## src/hdl/bms_pkg.sv

```systemverilog
package bms_pkg;

   // store size and derived widths
   localparam int DEPTH  = 1024;
   localparam int ADDR_W = $clog2(DEPTH);
   localparam int CNT_W  = $clog2(DEPTH + 1);
   localparam int DATA_W = 32;

   localparam logic [CNT_W-1:0] DEPTH_CNT = CNT_W'(DEPTH);

   // request function codes
   localparam logic FUNC_LOAD = 1'b0;
   localparam logic FUNC_READ = 1'b1;

   // input word
   typedef struct packed {
      logic                     func;
      logic signed [DATA_W-1:0] value;
   } req_type;

   // result word
   typedef struct packed {
      logic signed [DATA_W-1:0] sorted_value;
      logic                     is_last;
      logic                     empty_res;
   } rsp_type;

   // controller states
   typedef enum logic [2:0] {
      ST_IDLE,
      ST_PASS,
      ST_SEG,
      ST_MREAD,
      ST_MSTEP,
      ST_FETCH,
      ST_OUT
   } state_type;

   // commands from controller to datapath
   typedef struct packed {
      logic load;
      logic sort_start;
      logic pass_next;
      logic sort_done;
      logic seg_setup;
      logic merge_addr;
      logic merge_write;
      logic deliver;
   } cmd_type;

   // status from datapath to controller
   typedef struct packed {
      logic sorted;
      logic pass_more;
      logic seg_more;
      logic seg_last;
      logic out_free;
   } status_type;

endpackage

```

## src/hdl/bms_ctrl.sv

```systemverilog
module bms_ctrl (
   input  logic                   clock,
   input  logic                   reset,
   input  logic                   req_valid,
   input  logic                   req_func,
   input  bms_pkg::status_type    status,
   output logic                   req_stall,
   output bms_pkg::cmd_type       cmd,
   output bms_pkg::state_type     state
);

   bms_pkg::state_type state_ff;
   bms_pkg::state_type state_in;

   // state register
   always_ff @(posedge clock) begin
      if (reset) begin
         state_ff <= bms_pkg::ST_IDLE;
      end else begin
         state_ff <= state_in;
      end
   end

   // next state and commands
   always_comb begin
      state_in = state_ff;
      cmd      = '0;
      case (state_ff)
         bms_pkg::ST_IDLE: begin
            if (req_valid) begin
               if (req_func == bms_pkg::FUNC_LOAD) begin
                  cmd.load = 1'b1;
               end else if (status.sorted) begin
                  state_in = bms_pkg::ST_FETCH;
               end else begin
                  cmd.sort_start = 1'b1;
                  state_in       = bms_pkg::ST_PASS;
               end
            end
         end
         bms_pkg::ST_PASS: begin
            if (status.pass_more) begin
               state_in = bms_pkg::ST_SEG;
            end else begin
               cmd.sort_done = 1'b1;
               state_in      = bms_pkg::ST_FETCH;
            end
         end
         bms_pkg::ST_SEG: begin
            if (status.seg_more) begin
               cmd.seg_setup = 1'b1;
               state_in      = bms_pkg::ST_MREAD;
            end else begin
               cmd.pass_next = 1'b1;
               state_in      = bms_pkg::ST_PASS;
            end
         end
         bms_pkg::ST_MREAD: begin
            cmd.merge_addr = 1'b1;
            state_in       = bms_pkg::ST_MSTEP;
         end
         bms_pkg::ST_MSTEP: begin
            cmd.merge_addr  = 1'b1;
            cmd.merge_write = 1'b1;
            state_in = status.seg_last ? bms_pkg::ST_SEG : bms_pkg::ST_MREAD;
         end
         bms_pkg::ST_FETCH: begin
            state_in = bms_pkg::ST_OUT;
         end
         bms_pkg::ST_OUT: begin
            if (status.out_free) begin
               cmd.deliver = 1'b1;
               state_in    = bms_pkg::ST_IDLE;
            end
         end
         default: begin
            state_in = bms_pkg::ST_IDLE;
         end
      endcase
   end

   assign req_stall = (state_ff != bms_pkg::ST_IDLE);
   assign state     = state_ff;

endmodule

```

## config.mk

```make
export PLATFORM = sky130hd
export DESIGN_NAME = bms_ctrl
export DESIGN_NICKNAME = d
export VERILOG_FILES = /design/src/hdl/bms_pkg.sv /design/src/hdl/bms_ctrl.sv
export SDC_FILE = /design/constraint.sdc
export NUM_CORES = 1
export LEC_CHECK = 0
export ABC_AREA = 1
export BUFFER_PORTS_ARGS = -buffer_cell sky130_fd_sc_hd__buf_2
export CORE_AREA = 2 2 39 41
export CTS_CLUSTER_SIZE = 16
export DETAILED_ROUTE_END_ITERATION = 12
export DIE_AREA = 0 0 41 43
export PLACE_DENSITY = 0.57
export RECOVER_POWER = 25
export REMOVE_ABC_BUFFERS = 1
export SETUP_SLACK_MARGIN = 0.02
export SYNTH_ARGS = -nofsm -noshare
export SYNTH_HDL_FRONTEND = slang
export SYNTH_SLANG_ARGS = --single-unit
```

## constraint.sdc

```tcl
create_clock -name clock -period 2.5 [get_ports clock]
set_input_delay 0 -clock clock [delete_from_list [all_inputs] [get_ports clock]]
set_output_delay 0 -clock clock [all_outputs]
set_load 0.02 [all_outputs]
```

**Yosys cells after proc, flatten, opt, wreduce, memory -nomap -nowiden**

Index checks and enable logic that the tools add are counted.

- Output and inout port bits: 12
- ROM bits: 0
- Input bits: 9
- Memory bits (writable): 0
- Logic and storage cells: 37
- Memories: 0
- Register bits: 3
- Bits in latches: 0

- Divide/modulo/power cells: 0
- Add/subtract/negate cells: 0
- Reduce and logical (&&, ||, !) cells: 4
- Multiplexer cells: 23
- Bitwise gates (word level): 0
- Eq/ne operators: 9
- Shift operators: 0
- Multiply operators: 0
- $lt $le $gt $ge: 0

Operators with widths:

| operator | number |
|---|---|
| one-hot mux 3 bit (7 select lines) | 1 |
| two-way mux 3 bit | 5 |
| two-way mux 1 bit | 14 |
| equality test 3 bit, second input constant | 3 |
| equality test 3 x 2 -> 1 bit, second input constant | 2 |
| two-way mux 2 bit | 3 |
| inequality test 2 bit, second input constant | 3 |
| equality test 3 x 1 -> 1 bit, second input constant | 1 |
| logical NOT 3 bit | 1 |
| AND reduction 3 bit | 1 |
| nonzero test 3 bit | 1 |
| OR reduction 2 bit | 1 |

**Depth between registers and ports, before layout**

Gate-level depths: netlist of the first run.

- Word-level depth: 4
- Depth in mapped cells: 7
- Mapped depth without buffers: 7

**Least setup slack after synthesis of the first run**

Ideal clock, no wire load.

- Kind: register to output
- Start point: reg state_ff[0] (netlist: state[0])
- End point: out cmd[7] in the netlist's numbering
- Cell stages (with the launch flop): 4
- Slack: 1.127 ns
- Arrival time: 1.373 ns
- Cell sequence: dfxtp_1 -> nor2_1 -> nand2_1 -> nor3b_1

RTL lines:

| item | line | text |
|---|---|---|
| start, declared | bms_ctrl.sv:12 | `bms_pkg::state_type state_ff;` |
| start signal, assigned | bms_ctrl.sv:18 | `state_ff <= bms_pkg::ST_IDLE;` |
| start signal, assigned | bms_ctrl.sv:20 | `state_ff <= state_in;` |
| end, declared | bms_ctrl.sv:8 | `output bms_pkg::cmd_type cmd,` |

==> results_dict.tcl, run 1 <==
set metrics [dict create \
    dp_cells 83 \
    die-height_um 43 \
    wl_per_cell_um 7.84 \
    vdd_ir_drop_max_v 0.000308 \
    cpPeakStageDelay_ps 370 \
    rows 14 \
    status "finished clean" \
    power.switching_fraction_pct 54.1 \
    hold-path-cell-count 4 \
    syn_inst 47 \
    cp_data_arrival_time_ps 1250 \
    initial_utilization_pct 18.4 \
    die_ar_um2 1760 \
    timing.critical_path.slowest_stage_cell "sky130_fd_sc_hd__dfxtp_1" \
    final_worst_clock_skew_ps 1.08 \
    largest_register_ff_count 3 \
    syn_area_um2 254 \
    routed-via-count 353 \
    drt_first_pass_iters 4 \
    synth_sequential_area_ratio_pct 23.6 \
    final_cell_mix "sky130_fd_sc_hd__buf_2 (17), sky130_fd_sc_hd__nand2_1 (11), sky130_fd_sc_hd__inv_1 (8)" \
    max-clock-path-buffers 2 \
    start_kind "register" \
    final_max_slew_viol_count 0 \
    tritoncts_clock_tree "built" \
    fraction_of_final_layout_cells_with_drive_strength_greater_than_1_pct 33.3 \
    cts.sink_count 3 \
    final-setup-viol-count 0 \
    design.final.nets 82 \
    hp-class "primary input to register" \
    clock_latency_ps 230 \
    cts_clk_pin_slew_worst_paths_ps 40 \
    worst_hold_path.endpoint "state[2]" \
    antenna_cells_inserted 0 \
    seqPwrFrac_pct 21.3 \
    clk_root_buffer_cell "sky130_fd_sc_hd__clkbuf_4" \
    grt_setup_unrepaired "no" \
    grt_antenna_before_repair 0 \
    avgViaCountPerCell 4.01 \
    crit_path_end_kind "primary output" \
    required_ps 2500 \
    post_synthesis_mean_instance_area_um2 5.40 \
    clock_group_share_of_total_power_pct 16.5 \
    worst_r2r_startpoint "state[2]" \
    io_buffers 20 \
    synthesis.yosys.warnings 0 \
    worst-slew-pin-transition_ps 263 \
    detail_route.drc_violations 0 \
    drt-initial-drc-count 6 \
    cts_buffers 3 \
    critical_path.cell_chain "nor2_1, nand2_1, nor3b_1, buf_2" \
    path_delay_family "simple AND/OR/NAND/NOR gates" \
    maxCapViolCount 0 \
    ff2ff_path_depth 7 \
    timing.rr.end "state[1]" \
    reg2reg_setup_slack_ps 1390 \
    worst_hold_startpoint "status[0]" \
    core-area_um2 1380 \
    finalHoldViolations 0 \
    drtAntennaViolNets 0 \
    overall_routing_resource_usage_pct 9.12 \
    fin_crit_ps 1250 \
    powerDensity_nw_per_um2 1240 \
    worst-setup-path-type "register to primary output" \
    grt_pass1_vias 307 \
    buffering_stage_count_on_the_worst_path_with_inverters_included 1 \
    cellInternalPower_uw 232 \
    h-tree-depth 1 \
    syn_to_final_growth_pct 60.1 \
    synth_cell_type_count 12 \
    timing.hold.ws_ps 53.1 \
    timing.setup.tns_ps 0 \
    netSwitchingPower_uw 274 \
    leakage_nw 0.247 \
    die_w_um 41 \
    post-cts-setup-buffers 0 \
    postSynthRegisterBits 3 \
    period_share_pct 50.1 \
    largest_net_degree_at_the_start_of_global_routing 9 \
    critPathMaxFanout 8 \
    gr-total-overflow 0 \
    timing.fmax_mhz 798 \
    drt_wl_total_um 690 \
    non_filler_instance_count_after_layout 88 \
    gp_congestion 0.653 \
    timing.slew.headroom_pct 82.5 \
    dp_hpwl_um 581 \
    combPwrFrac_pct 62.2 \
    leading_cell_type_in_the_layout_fill_and_taps_excluded "sky130_fd_sc_hd__buf_2" \
    io-pin-count 21 \
    grt_first_pass_wirelength_um 1110 \
]
==> kinds of logic (layout without fill, tap and decap cells) <==
kind of cell,count (synthesis),count (layout),synth area share (%)
AOI/OAI and AO/OA,3,3,5.91
DFF,3,3,23.6
buffers and inverters,10,35,14.8
and+or+nand+nor,31,31,55.7
==> worst min-delay path, delay by kind of cell <==
kind | cells | cell delay (ps)
buf+inv | 2 | 140
simple gates | 1 | 50
compound gates | 1 | 50
==> stage by stage <==
stage	cell area [um2]	power, mW	setup WS [ps]	util, %
after floorplan	254	0.333	1130	-
after global placement	374	0.432	1390	27.0
after detailed placement	374	0.433	1380	27.0
after CTS	410	0.524	1230	29.7
after global routing	407	0.562	1090	29.4
final	407	0.506	1250	29.4
==> Yosys cell counts, drive strengths merged <==
| cell | n | share of area (%) |
|---|---|---|
| a21oi | 1 | 2.0 |
| nand2 | 12 | 19 |
| nand3 | 6 | 12 |
| o21ai | 2 | 3.9 |
| inv | 10 | 15 |
| dfxtp | 3 | 24 |
| nor3b | 1 | 3.0 |
| nor2 | 7 | 10 |
| nor3 | 5 | 12 |
==> area by class of cell <==
type / count / area, um2
clock buffer: 4 / 26.3
fill: 173 / 977
inverter: 10 / 37.5
multi-input combinational: 34 / 156
sequential: 3 / 60.1
tap: 16 / 20.0
timing repair buffer: 21 / 106
==> power by group through the flow <==
| stage | Clock [mW] | Sequential [mW] | Combinational [mW] |
|---|---|---|---|
| final | 0.0833 | 0.108 | 0.315 |
| after global routing | 0.0895 | 0.112 | 0.361 |
| after CTS | 0.0894 | 0.107 | 0.327 |
| after detailed placement | 0 | 0.108 | 0.325 |
| after global placement | 0 | 0.108 | 0.324 |
| after floorplan | 0 | 0.126 | 0.207 |
==> timing repair <==
item	in CTS	in global routing
gates resized for setup	0	0
hold endpoints to repair	3	0
hold buffers	1	0
==> how the worst max path moves through the flow <==
stage / from / slack, ps / cells after the start / end
6_report: state[0] / 1250 / 4 / cmd[7]
2_1_floorplan: state[0] / 1130 / 3 / cmd[7]
3_5_place_dp: state[2] / 1380 / 7 / state[1]
3_3_place_gp: state[2] / 1390 / 7 / state[1]
5_1_grt: state[0] / 1090 / 4 / cmd[7]
4_1_cts: state[0] / 1230 / 4 / cmd[7]
==> metal layers <==
layer,share of wire (%),routed length (um),vias up,global-route usage (%)
met5,0,0,-,0
met4,0,0,0,6.00
met3,7.0,48,0,1.57
met2,49,338,9,14.1
met1,44,303,147,10.9
li1,-,-,197,-
No activity file was read; power rests on OpenSTA's default activity.
==> run 2, diff against run 1 <==
--- a/config.mk
+++ b/config.mk
@@ -5,13 +5,13 @@
 export SDC_FILE = /design/constraint.sdc
 export NUM_CORES = 1
 export LEC_CHECK = 0
-export ABC_AREA = 1
+export ABC_AREA = 0
 export BUFFER_PORTS_ARGS = -buffer_cell sky130_fd_sc_hd__buf_2
 export CORE_AREA = 2 2 39 41
 export CTS_CLUSTER_SIZE = 16
 export DETAILED_ROUTE_END_ITERATION = 12
 export DIE_AREA = 0 0 41 43
-export PLACE_DENSITY = 0.57
+export PLACE_DENSITY = 0.6
 export RECOVER_POWER = 25
 export REMOVE_ABC_BUFFERS = 1
 export SETUP_SLACK_MARGIN = 0.02
==> constraint.sdc (replaced) <==
create_clock -name clock -period 1.1 [get_ports clock]
set_input_delay 0 -clock clock [delete_from_list [all_inputs] [get_ports clock]]
set_output_delay 0 -clock clock [all_outputs]
set_load 0.02 [all_outputs]
==> run 2 against run 1 <==
Against the previous run: the run now ends with negative setup slack left; sequential power up 40%; worst hold slack better by 86 ps; count of clock-buffer cells in the layout unchanged; register-to-register slack worse by 1600 ps; non-clock buffer count up 11; clock skew up 3.3 ps; die area unchanged; flip-flop and latch count unchanged; clock power up 140%; utilization up 16 points; critical path depth unchanged; sequential share of layout area down 4.7 points.
==> results_dict.tcl, run 2 <==
set metrics [dict create \
    rows 14 \
    max-clock-path-buffers 2 \
    syn_inst 36 \
    postSynthRegisterBits 3 \
    status "complete, but fails checks" \
    synth_cell_type_count 21 \
    worst_hold_startpoint "req_valid" \
    cts_clk_pin_slew_worst_paths_ps 30 \
    fraction_of_final_layout_cells_with_drive_strength_greater_than_1_pct 70.6 \
    power.total_mw 1.07 \
    gr-total-overflow 0 \
    seqPwrFrac_pct 14.1 \
    timing.setup.tns_ps -1800 \
    worst_r2r_startpoint "state[0]" \
    synthesis.yosys.warnings 0 \
    wl_per_cell_um 11.8 \
    post-route-worst-setup-slack_ps -267 \
    required_ps 1100 \
    syn_area_um2 268 \
    ys_top_cells_by_area "sky130_fd_sc_hd__dfxtp_1 (22%), sky130_fd_sc_hd__buf_6 (8.4%), sky130_fd_sc_hd__and4_1 (6.5%)" \
    io-pin-count 21 \
    grt_first_pass_wirelength_um 1410 \
    worst-setup-path-type "register to primary output" \
    drt_wl_total_um 988 \
    crit_path_end_kind "primary output" \
    clk_root_buffer_cell "sky130_fd_sc_hd__clkbuf_4" \
    clock_group_share_of_total_power_pct 18.4 \
    finalInstanceArea_um2 631 \
    power.switching_fraction_pct 39.4 \
    leading_cell_type_in_the_layout_fill_and_taps_excluded "sky130_fd_sc_hd__buf_6" \
    non_filler_instance_count_after_layout 84 \
    cts_buffers 3 \
    synth_top_area_share_pct 22.4 \
    final_cell_mix "sky130_fd_sc_hd__buf_6 (13), sky130_fd_sc_hd__buf_2 (10), sky130_fd_sc_hd__buf_4 (6)" \
    vdd_ir_drop_max_v 0.00100 \
    timing.slew.headroom_pct 73.7 \
    detail_route.drc_violations 0 \
    detailedPlace.worstSlack_ps -180 \
    antenna_cells_inserted 0 \
    cp_data_arrival_time_ps 1370 \
    dp_cells 76 \
    drt-initial-drc-count 1 \
    timing.hold.ws_ps 139 \
    synth_sequential_area_ratio_pct 22.4 \
    synth_edf_count 0 \
    start_kind "register" \
    critPathMaxFanout 3 \
    cellInternalPower_uw 648 \
    cts.sink_count 3 \
    netSwitchingPower_uw 421 \
    h-tree-depth 1 \
    tritoncts_clock_tree "built" \
    largest_register_ff_count 3 \
    hp-class "primary input to register" \
    initial_utilization_pct 19.3 \
    placed_cell_area_um2 418 \
    synth_async_sr_flop_share_pct 0 \
    overall_routing_resource_usage_pct 12.4 \
    avgViaCountPerCell 4.70 \
    design.final.nets 78 \
    ys_dominant_reg_cell "sky130_fd_sc_hd__dfxtp_1" \
    netlist_top_cells_count "sky130_fd_sc_hd__inv_1 (4), sky130_fd_sc_hd__a21oi_1 (3), sky130_fd_sc_hd__dfxtp_1 (3), sky130_fd_sc_hd__nor3_1 (3)" \
    drtAntennaViolNets 0 \
    final_worst_clock_skew_ps 4.37 \
    largest_net_degree_at_the_start_of_global_routing 10 \
    clock_latency_ps 240 \
    powerDensity_nw_per_um2 1700 \
    violations "negative setup slack" \
    grt_antenna_before_repair 0 \
    period_share_pct 124 \
    fin_crit_ps 1370 \
    worst-slew-pin-transition_ps 393 \
    leakage_nw 0.279 \
    yosys.cell_count.top_type "sky130_fd_sc_hd__inv_1" \
    synth_top_cell_by_area "sky130_fd_sc_hd__dfxtp_1" \
    critical_path.startpoint "state[0]" \
    finalHoldViolations 0 \
    combPwrFrac_pct 67.5 \
    die-height_um 43 \
    dp_hpwl_um 674 \
    syn_to_final_growth_pct 136 \
    die_ar_um2 1760 \
    timing.fmax_mhz 732 \
    drt_first_pass_iters 4 \
    final-setup-viol-count 12 \
    grt_pass1_vias 351 \
    routed-via-count 395 \
    io_buffers 20 \
    gp_congestion 0.746 \
    post-route-util_pct 45.6 \
    die_w_um 41 \
    core-area_um2 1380 \
    post_synthesis_mean_instance_area_um2 7.44 \
    final_max_slew_viol_count 0 \
    grt_setup_unrepaired "yes" \
    maxCapViolCount 0 \
]
[run 2: cell count changes after synthesis, moves of 2 or more]
cell                       delta
sky130_fd_sc_hd__nor2_1       -6
sky130_fd_sc_hd__nand2_1      -9
sky130_fd_sc_hd__inv_2        -2
sky130_fd_sc_hd__inv_1        -4
sky130_fd_sc_hd__a21oi_1      +2
sky130_fd_sc_hd__clkbuf_1     +2
sky130_fd_sc_hd__and4_1       +2
sky130_fd_sc_hd__buf_6        +2
sky130_fd_sc_hd__nand3_1      -6
[run 2: cell type report]
cell class / count / area (um2)
fill: 145 / 753
timing repair buffer: 32 / 270
multi-input combinational: 25 / 230
sequential: 3 / 63.8
clock buffer: 4 / 26.3
inverter: 4 / 20.0
tap: 16 / 20.0
[run 2: layer usage]
layer	share of wire (%)	vias to the layer above	GRT usage, %
li1	-	193	-
met1	38	181	11.9
met2	55	21	20.6
met3	7.4	0	4.71
met4	0	0	8.00
met5	0	-	0
[run 2: worst paths after layout]
path	endpoint	slack [ps]	cells after the start
setup reg to reg	state[2]	-210	3
hold / removal	state[0]	140	3
setup / recovery	cmd[7]	-270	4
hold reg to reg	state[0]	640	2
[run 2: power by group through the flow]
stage	Sequential [mW]	Clock [mW]	Combinational (mW)
after CTS	0.149	0.201	0.631
after floorplan	0.204	0	0.187
after detailed placement	0.146	0	0.455
final	0.151	0.196	0.722
after global routing	0.152	0.225	0.770
after global placement	0.145	0	0.449
[run 2: timing repair]
action                                  4_1_cts  5_1_grt
gates resized for setup                      34       11
endpoints found under the setup margin       12       12
buffers inserted                              1        2
pin swaps                                     3        5
hold endpoints to repair                      2        0
hold buffers                                  1        0
[run 2: logic make-up after synthesis]
family          after synthesis  share of synthesized area (%)
flops                         3                           22.4
buf+inv                       8                           16.8
compound gates               10                           24.3
simple gates                 15                           36.5
[run 2: critical path: stages (launching register included)]
cell                      delay [ps]
sky130_fd_sc_hd__dfxtp_2         310
sky130_fd_sc_hd__or3_4           380
sky130_fd_sc_hd__buf_6           140
sky130_fd_sc_hd__nor3b_2         150
sky130_fd_sc_hd__buf_4           160
